==> src/hw/rtl/msel_pkg.sv <==
package msel_pkg;

	localparam int LOAD_BITS   = 32;
	localparam int NODE_BITS   = 8;
	localparam int PID_BITS    = 22;
	localparam int STAB_BITS   = 10;
	localparam int FUNC_BITS   = 2;
	// stabilized load <= load * 11.23, fits in four extra bits
	localparam int STABLE_BITS = LOAD_BITS + 4;
	// floor(load / 100)
	localparam int QUOT_BITS   = LOAD_BITS - 6;
	localparam int REM_BITS    = 7;
	localparam int PROD_BITS   = REM_BITS + STAB_BITS;
	localparam int PART_BITS   = QUOT_BITS + STAB_BITS;

	// x / 100 = (x * RECIP_A) >> RECIP_A_SHIFT for 32-bit x
	localparam logic [30:0] RECIP_A       = 31'h51EB851F;
	localparam int          RECIP_A_SHIFT = 37;
	// y / 100 = (y * RECIP_B) >> RECIP_B_SHIFT for y < 2^17
	localparam logic [17:0] RECIP_B       = 18'd167773;
	localparam int          RECIP_B_SHIFT = 24;
	localparam logic [6:0]  PCT_DIV       = 7'd100;

	localparam logic [STAB_BITS-1:0] STAB_RESET = 10'd130;

	localparam int CFG_IDX_BITS  = 1;
	localparam int CFG_DATA_BITS = STAB_BITS;
	localparam logic [CFG_IDX_BITS-1:0] CFG_STAB_PERCENT = 1'd0;
	localparam logic [CFG_IDX_BITS-1:0] CFG_LOCAL_NODE   = 1'd1;

	localparam int IN_DATA_BITS  = 160;
	localparam int OUT_DATA_BITS = 40;

	typedef enum logic [FUNC_BITS-1:0] {
		FUNC_PROC   = 2'd0,
		FUNC_NODE   = 2'd1,
		FUNC_DECIDE = 2'd2
	} func_t;

	typedef struct packed {
		logic proc;
		logic node;
		logic decide;
	} ctl_t;

	typedef struct packed {
		ctl_t                 ctl;
		logic [PID_BITS-1:0]  pid;
		logic [LOAD_BITS-1:0] tload;
		logic [NODE_BITS-1:0] node;
		logic [LOAD_BITS-1:0] cur;
	} item_t;

	typedef struct packed {
		logic s2;
		logic s3;
		logic s4;
		logic s5;
	} stage_en_t;

endpackage

==> src/hw/rtl/msel_stab.sv <==
module msel_stab (
	input  logic                                 clk,
	input  msel_pkg::stage_en_t                  en,
	input  logic [msel_pkg::STAB_BITS-1:0]       stab,
	input  logic [msel_pkg::LOAD_BITS-1:0]       pload_s1,
	input  logic [msel_pkg::LOAD_BITS-1:0]       nload_s1,
	output logic [msel_pkg::STABLE_BITS-1:0]     part_s5,
	output logic [msel_pkg::STAB_BITS-1:0]       frac_s5
);

	// load*pct/100 = q*pct + (r*pct)/100 with load = 100q + r
	logic [msel_pkg::LOAD_BITS+30:0]     recip_prod;
	logic [msel_pkg::QUOT_BITS-1:0]      quot_s2;
	logic [msel_pkg::LOAD_BITS-1:0]      pload_s2;
	logic [msel_pkg::LOAD_BITS-1:0]      nload_s2;
	logic [msel_pkg::LOAD_BITS-1:0]      rem_full;
	logic [msel_pkg::REM_BITS-1:0]       rem_s3;
	logic [msel_pkg::PART_BITS-1:0]      qscaled_s3;
	logic [msel_pkg::LOAD_BITS-1:0]      nload_s3;
	logic [msel_pkg::PROD_BITS-1:0]      rscaled_s4;
	logic [msel_pkg::STABLE_BITS-1:0]    part_s4;
	logic [msel_pkg::PROD_BITS+17:0]     frac_prod;

	assign recip_prod = pload_s1 * msel_pkg::RECIP_A;
	assign rem_full   = pload_s2 - msel_pkg::LOAD_BITS'(quot_s2 * msel_pkg::PCT_DIV);
	assign frac_prod  = rscaled_s4 * msel_pkg::RECIP_B;

	always_ff @(posedge clk) begin
		if (en.s2) begin
			quot_s2  <= recip_prod[msel_pkg::RECIP_A_SHIFT +: msel_pkg::QUOT_BITS];
			pload_s2 <= pload_s1;
			nload_s2 <= nload_s1;
		end
		if (en.s3) begin
			rem_s3     <= rem_full[msel_pkg::REM_BITS-1:0];
			qscaled_s3 <= quot_s2 * stab;
			nload_s3   <= nload_s2;
		end
		if (en.s4) begin
			rscaled_s4 <= rem_s3 * stab;
			part_s4    <= msel_pkg::STABLE_BITS'(nload_s3)
				+ msel_pkg::STABLE_BITS'(qscaled_s3);
		end
		if (en.s5) begin
			frac_s5 <= frac_prod[msel_pkg::RECIP_B_SHIFT +: msel_pkg::STAB_BITS];
			part_s5 <= part_s4;
		end
	end

endmodule

==> src/hw/rtl/msel_track.sv <==
module msel_track (
	input  logic                                 clk,
	input  logic                                 arst_n,
	input  logic                                 adv,
	input  msel_pkg::item_t                      item_s5,
	input  logic [msel_pkg::STABLE_BITS-1:0]     part_s5,
	input  logic [msel_pkg::STAB_BITS-1:0]       frac_s5,
	input  logic                                 m_tready,
	output logic                                 m_tvalid,
	output logic [msel_pkg::OUT_DATA_BITS-1:0]   m_tdata
);

	logic [msel_pkg::LOAD_BITS-1:0]      top_load_q;
	logic [msel_pkg::PID_BITS-1:0]       top_pid_q;
	logic                                top_valid_q;
	logic [msel_pkg::LOAD_BITS-1:0]      second_load_q;
	logic [msel_pkg::PID_BITS-1:0]       second_pid_q;
	logic                                second_valid_q;
	logic [msel_pkg::STABLE_BITS-1:0]    min_load_q;
	logic [msel_pkg::NODE_BITS-1:0]      min_node_q;
	logic                                min_valid_q;

	logic [msel_pkg::STABLE_BITS-1:0]    stable;
	logic                                task_found;
	logic [msel_pkg::PID_BITS-1:0]       chosen_pid;
	logic                                node_found;
	logic [msel_pkg::NODE_BITS-1:0]      dest_node;
	logic                                emit;

	assign stable      = part_s5 + msel_pkg::STABLE_BITS'(frac_s5);
	assign task_found  = top_valid_q | second_valid_q;
	assign chosen_pid  = second_valid_q ? second_pid_q
		: (top_valid_q ? top_pid_q : '0);
	assign node_found  = min_valid_q
		&& (min_load_q < msel_pkg::STABLE_BITS'(item_s5.cur));
	assign dest_node   = node_found ? min_node_q : '0;
	assign emit        = adv && item_s5.ctl.decide;

	always_ff @(posedge clk or negedge arst_n) begin
		if (!arst_n) begin
			top_load_q     <= '0;
			top_pid_q      <= '0;
			top_valid_q    <= 1'b0;
			second_load_q  <= '0;
			second_pid_q   <= '0;
			second_valid_q <= 1'b0;
			min_load_q     <= '0;
			min_node_q     <= '0;
			min_valid_q    <= 1'b0;
			m_tvalid       <= 1'b0;
		end else begin
			if (emit) begin
				m_tvalid <= 1'b1;
			end else if (m_tready) begin
				m_tvalid <= 1'b0;
			end
			if (emit) begin
				top_load_q     <= '0;
				top_pid_q      <= '0;
				top_valid_q    <= 1'b0;
				second_load_q  <= '0;
				second_pid_q   <= '0;
				second_valid_q <= 1'b0;
				min_load_q     <= '0;
				min_node_q     <= '0;
				min_valid_q    <= 1'b0;
			end else if (adv && item_s5.ctl.proc) begin
				if (item_s5.tload > top_load_q) begin
					second_load_q  <= top_load_q;
					second_pid_q   <= top_pid_q;
					second_valid_q <= top_valid_q;
					top_load_q     <= item_s5.tload;
					top_pid_q      <= item_s5.pid;
					top_valid_q    <= 1'b1;
				end else if (item_s5.tload > second_load_q) begin
					second_load_q  <= item_s5.tload;
					second_pid_q   <= item_s5.pid;
					second_valid_q <= 1'b1;
				end
			end else if (adv && item_s5.ctl.node) begin
				if (!min_valid_q || stable < min_load_q) begin
					min_load_q  <= stable;
					min_node_q  <= item_s5.node;
					min_valid_q <= 1'b1;
				end
			end
		end
	end

	always_ff @(posedge clk) begin
		if (emit) begin
			m_tdata <= msel_pkg::OUT_DATA_BITS'({task_found & node_found, dest_node,
				node_found, chosen_pid, task_found});
		end
	end

endmodule

==> src/hw/rtl/migration_target_selector.sv <==
// Each input transfer is registered through stages s1 to s5, then its result in the output register.
// Throughput: one input transfer per cycle while results are taken.
// A decide record behind an untaken result holds the last stage; the stages
// behind it keep filling, and s_tready drops once all five hold items.
// Reset: asynchronous, clears pipeline valids, trackers and output valid,
// and loads stab_percent = 130, local_node = 0.
module migration_target_selector (
	input  logic                                 clk,
	input  logic                                 arst_n,
	input  logic                                 s_tvalid,
	output logic                                 s_tready,
	// task id, task_load, task_usable, node_id, remote load, one_proc_load,
	// node_usable, local load
	input  logic [msel_pkg::IN_DATA_BITS-1:0]    s_tdata,
	// func
	input  logic [msel_pkg::FUNC_BITS-1:0]       s_tuser,
	output logic                                 m_tvalid,
	input  logic                                 m_tready,
	// task_found, chosen_pid, node_found, destination node, do_migrate, zero pad
	output logic [msel_pkg::OUT_DATA_BITS-1:0]   m_tdata,
	input  logic                                 cfg_we,
	input  logic [msel_pkg::CFG_IDX_BITS-1:0]    cfg_index,
	input  logic [msel_pkg::CFG_DATA_BITS-1:0]   cfg_wdata
);

	logic [msel_pkg::STAB_BITS-1:0]      stab_q;
	logic [msel_pkg::NODE_BITS-1:0]      local_node_q;

	logic                                vld_s1, vld_s2, vld_s3, vld_s4, vld_s5;
	logic                                rdy1, rdy2, rdy3, rdy4, rdy5;
	logic                                adv;
	msel_pkg::item_t                     item_in;
	msel_pkg::item_t                     item_s1, item_s2, item_s3, item_s4, item_s5;
	logic [msel_pkg::LOAD_BITS-1:0]      pload_s1;
	logic [msel_pkg::LOAD_BITS-1:0]      nload_s1;
	msel_pkg::stage_en_t                 stage_en;
	logic [msel_pkg::STABLE_BITS-1:0]    part_s5;
	logic [msel_pkg::STAB_BITS-1:0]      frac_s5;

	assign adv      = vld_s5 && (!item_s5.ctl.decide || !m_tvalid || m_tready);
	assign rdy5     = !vld_s5 || adv;
	assign rdy4     = !vld_s4 || rdy5;
	assign rdy3     = !vld_s3 || rdy4;
	assign rdy2     = !vld_s2 || rdy3;
	assign rdy1     = !vld_s1 || rdy2;
	assign s_tready = rdy1;
	assign stage_en = '{s2: rdy2, s3: rdy3, s4: rdy4, s5: rdy5};

	assign item_in.ctl.proc   = (s_tuser == msel_pkg::FUNC_PROC) && s_tdata[54];
	assign item_in.ctl.node   = (s_tuser == msel_pkg::FUNC_NODE) && s_tdata[127]
		&& (s_tdata[62:55] != local_node_q);
	assign item_in.ctl.decide = (s_tuser == msel_pkg::FUNC_DECIDE);
	assign item_in.pid        = s_tdata[21:0];
	assign item_in.tload      = s_tdata[53:22];
	assign item_in.node       = s_tdata[62:55];
	assign item_in.cur        = s_tdata[159:128];

	always_ff @(posedge clk or negedge arst_n) begin
		if (!arst_n) begin
			stab_q       <= msel_pkg::STAB_RESET;
			local_node_q <= '0;
		end else if (cfg_we) begin
			case (cfg_index)
				msel_pkg::CFG_STAB_PERCENT: begin
					stab_q <= cfg_wdata[msel_pkg::STAB_BITS-1:0];
				end
				msel_pkg::CFG_LOCAL_NODE: begin
					local_node_q <= cfg_wdata[msel_pkg::NODE_BITS-1:0];
				end
				default: begin
				end
			endcase
		end
	end

	always_ff @(posedge clk or negedge arst_n) begin
		if (!arst_n) begin
			vld_s1 <= 1'b0;
			vld_s2 <= 1'b0;
			vld_s3 <= 1'b0;
			vld_s4 <= 1'b0;
			vld_s5 <= 1'b0;
		end else begin
			if (rdy1) vld_s1 <= s_tvalid;
			if (rdy2) vld_s2 <= vld_s1;
			if (rdy3) vld_s3 <= vld_s2;
			if (rdy4) vld_s4 <= vld_s3;
			if (rdy5) vld_s5 <= vld_s4;
		end
	end

	always_ff @(posedge clk) begin
		if (rdy1) begin
			item_s1  <= item_in;
			pload_s1 <= s_tdata[126:95];
			nload_s1 <= s_tdata[94:63];
		end
		if (rdy2) item_s2 <= item_s1;
		if (rdy3) item_s3 <= item_s2;
		if (rdy4) item_s4 <= item_s3;
		if (rdy5) item_s5 <= item_s4;
	end

	msel_stab u_stab (
		.clk      (clk),
		.en       (stage_en),
		.stab     (stab_q),
		.pload_s1 (pload_s1),
		.nload_s1 (nload_s1),
		.part_s5  (part_s5),
		.frac_s5  (frac_s5)
	);

	msel_track u_track (
		.clk      (clk),
		.arst_n   (arst_n),
		.adv      (adv),
		.item_s5  (item_s5),
		.part_s5  (part_s5),
		.frac_s5  (frac_s5),
		.m_tready (m_tready),
		.m_tvalid (m_tvalid),
		.m_tdata  (m_tdata)
	);

endmodule

==> config.mk <==
export PLATFORM = sky130hd
export DESIGN_NAME = migration_target_selector
export DESIGN_NICKNAME = d
export VERILOG_FILES = /design/src/hw/rtl/msel_pkg.sv /design/src/hw/rtl/msel_stab.sv /design/src/hw/rtl/msel_track.sv /design/src/hw/rtl/migration_target_selector.sv
export SDC_FILE = /design/constraint.sdc
export NUM_CORES = 2
export LEC_CHECK = 0
export ABC_CLOCK_PERIOD_IN_PS = 16800
export BUFFER_PORTS_ARGS = -buffer_cell sky130_fd_sc_hd__clkbuf_2
export CORE_MARGIN = 8
export CORE_UTILIZATION = 45
export DETAILED_ROUTE_END_ITERATION = 10
export GPL_TIMING_DRIVEN = 0
export SLEW_MARGIN = 30
export SYNTH_ARGS = -nofsm -noshare
export SYNTH_HDL_FRONTEND = slang
export SYNTH_SLANG_ARGS = --single-unit
==> constraint.sdc <==
create_clock -name clk -period 16.8 [get_ports clk]
set_input_delay 0 -clock clk [delete_from_list [all_inputs] [get_ports clk]]
set_output_delay 0 -clock clk [all_outputs]
set_load 0.01 [all_outputs]
==> results.yml <==
logic_synthesis:
  ys_warn_count: 0
  synth_edf_count: 821
  ys_types: 76
  synth_area_um2: 69900
  synthArstFlopShare: 0.179
  postSynthCellCount: 5586
  synth_flop_cell: "edfxtp_1"
  yosys_register_bits: 1000
  syn_area_per_cell_um2: 12.5
  yosysSeqAreaShare: 0.417
layout:
  stdcell_count: 8405
  finish.net_count: 7982
  synthToLayoutAreaGrowth_pct: 15.7
  post-route-cell-area_um2: 80900
  drive_gt1_frac: 0.0745
critical_path:
  worstReg2RegEnd: "u_stab.quot_s2[24]"
  start_kind: "flop"
  crit_start: "pload_s1[6]"
  crit_fanout: 9
  reg2reg_depth: 25
  crit_path_end_kind: "flop"
  critPathKind: "reg2reg"
  critPathArrivalTime_ns: 9.14
  required_ns: 17.23
  ff2ff_setup_slack_ns: 8.09
  r2r_start: "pload_s1[6]"
placed_design:
  gp_congestion: 0.925
  placed_area_um2: 74200
  hpwl_mm: 127
  placed_cells: 7885
  io_buffers: 212
timing:
  max-slew-margin-rel: 0.318
  hold_ws_ns: 0.0464
  setup_viol: 0
  rsz0062_at_grt: "no"
  clock.fmax_mhz: 115
  worst_pin_slew_ns: 1.02
  fin_skew_ns: 0.0599
  min_period_ns: 8.71
  finalMaxSlewViolations: 0
  hold_viol: 0
  fin_crit_sh: 0.519
route:
  antenna_left: 0
  drt-total-wl_mm: 162
  vias_per_cell: 5.07
  first_pass_iters: 5
  via_count: 42600
  drc: 0
  wl_per_cell_um: 19.2
  drt_iter0_markers: 2430
global_route:
  track_usage: 0.193
  grt_max_degree: 82
  first_global_vias: 45800
  antenna_found_initial: 8
  grt.overflow.total: 0
  grt_pass1_wl_mm: 256
clocking:
  cts_resized: 0
  clk_path_buf_depth: 3
  insertion_delay_ns: 0.73
  cts_buffers: 106
  post_cts_buffers: 0
  numClockSinks: 1000
  hold_buffers: 311
  cts_tree: "built"
  path_clk_slew_ns: 0.07
  cts-htree-levels: 3
  cts_root_buffer: "clkbuf_16"
die:
  io_pins: 220
  fp.dieH_um: 410
  die_area_um2: 168000
  die_w_um: 410
  initial_core_util: 0.453
  num_rows: 144
  core_region_area_um2: 154000
hold_path:
  min_path_cells: 2
  hold_start: "s_tdata[98]"
  holdPathEnd: "pload_s1[3]"
  hp-class: "in2reg"
job:
  max_cap_violations: 0
run_status:
  status: "finished, final reports clean"
==> state kept, by name (all words and copies together), names as in the netlist, 33 cells and up <==
| signal | cells |
|---|---|
| u_stab.part_s4 | 36 |
| item_s5 | 97 |
| u_stab.part_s5 | 36 |
| item_s3 | 97 |
| item_s1 | 97 |
| u_track.m_tdata | 33 |
| u_track.min_load_q | 36 |
| item_s2 | 97 |
| u_stab.qscaled_s3 | 36 |
| item_s4 | 97 |
==> cell type report <==
| class | instances | area [um2] |
|---|---|---|
| fillers | 13300 | 73400 |
| multi-input cells | 3288 | 35900 |
| flip-flops and latches | 1000 | 29100 |
| repair buffers | 560 | 4750 |
| inverters | 1166 | 4380 |
| clock buffers | 138 | 2880 |
| well taps | 2044 | 2560 |
| clock inverters | 61 | 674 |
| plain buffers | 138 | 571 |
| diodes | 10 | 25.0 |
==> kinds of logic after synthesis <==
| group | count (synthesis) | share of synthesized area |
|---|---|---|
| adder cells (fa/ha/maj) | 1544 | 0.355 |
| buffers and inverters | 1304 | 0.0707 |
| flip-flops | 1000 | 0.417 |
| AO/OA/AOI/OAI | 761 | 0.0755 |
| AND/OR/NAND/NOR | 749 | 0.0523 |
| XOR/XNOR | 163 | 0.0204 |
| multiplexers | 64 | 0.00951 |
| other | 1 | 0.0000537 |
==> synthesized netlist by cell type (all sizes together) (10+ instances only) <==
library cell | number | share of area
inv | 1165 | 0.063
edfxtp | 821 | 0.35
ha | 815 | 0.15
fa | 729 | 0.21
nand2 | 282 | 0.015
a21oi | 226 | 0.016
dfrtp | 177 | 0.063
and2 | 144 | 0.013
a21o | 137 | 0.015
xnor2 | 110 | 0.014
nor2 | 106 | 0.0057
clkbuf | 100 | 0.0054
a22o | 75 | 0.0094
o21ai | 62 | 0.0045
o2bb2ai | 55 | 0.0069
xor2 | 53 | 0.0066
nand3 | 49 | 0.0035
mux2i | 45 | 0.0064
buf | 38 | 0.0027
nand4 | 37 | 0.0033
o21bai | 35 | 0.0038
nor2b | 28 | 0.0025
nor3 | 27 | 0.0019
a211oi | 26 | 0.0028
o21a | 25 | 0.0027
and3 | 20 | 0.0018
nand2b | 20 | 0.0018
mux2 | 19 | 0.0031
a31oi | 15 | 0.0013
a21boi | 12 | 0.0013
o211a | 12 | 0.0017
o211ai | 10 | 0.0011
==> per-stage QoR <==
step           setup WS [ns]  utilization  setup TNS (ns)
2_1_floorplan           4.81            -               0
3_3_place_gp           -3.00        0.477         -666.40
3_5_place_dp            8.10        0.481               0
4_1_cts                 8.03        0.524               0
5_1_grt                 7.75        0.524               0
6_report                8.09        0.524               0
==> critical path: stages, from the launching register on <==
cell and delay, ns:
edfxtp_1 0.74, ha_1 0.62, inv_1 0.10, fa_1 0.48, inv_1 0.05, fa_1 0.40
inv_1 0.08, fa_1 0.40, inv_1 0.08, fa_1 0.42, fa_1 0.49, fa_1 0.49
inv_1 0.06, fa_1 0.49, inv_1 0.04, ha_1 0.38, a21oi_1 0.46, nand2_1 0.12
o31a_1 0.25, a311o_1 0.27, a41oi_1 0.53, o21ai_0 0.40, a21o_1 0.30, a31oi_1 0.40
o211ai_1 0.18, xor2_1 0.16
==> layout by cell type (no fill, tap or decap), drive strengths merged, types with 10 or more instances in the layout <==
| cell type | count |
|---|---|
| a211oi | 26 |
| o211a | 12 |
| o211ai | 10 |
| clkbuf | 450 |
| mux2i | 45 |
| a21oi | 226 |
| o21ai | 62 |
| clkinv | 37 |
| a21o | 137 |
| and2 | 144 |
| nor2 | 106 |
| and3 | 20 |
| xnor2 | 110 |
| xor2 | 53 |
| nand2b | 20 |
| o2bb2ai | 55 |
| mux2 | 19 |
| dfrtp | 177 |
| clkinvlp | 11 |
| nand4 | 37 |
| inv | 1171 |
| nor3 | 27 |
| buf | 76 |
| nor2b | 28 |
| o21bai | 35 |
| fa | 729 |
| nand3 | 49 |
| dlygate4sd3 | 310 |
| a22o | 75 |
| nand2 | 282 |
| a21boi | 12 |
| ha | 815 |
| edfxtp | 821 |
| diode | 10 |
| o21a | 25 |
| a31oi | 15 |
==> metal layers <==
metal  track usage  part of all wire
met5             0          0.000043
met3        0.0333             0.052
met4        0.0538             0.029
met2         0.330              0.48
met1         0.256              0.43
==> worst max-delay path by stage <==
stage / to / slack [ns] / cells past startpoint
2_1_floorplan: item_s1[0] / 4.81 / 4
3_3_place_gp: nload_s1[4] / -3.00 / 4
3_5_place_dp: u_stab.quot_s2[24] / 8.10 / 25
4_1_cts: u_stab.quot_s2[24] / 8.03 / 25
5_1_grt: u_stab.quot_s2[24] / 7.75 / 25
6_report: u_stab.quot_s2[24] / 8.09 / 25
Power is left out: the tool's default activity adds up to more than one toggle a clock period on the data nets, which glitch-free logic cannot reach.
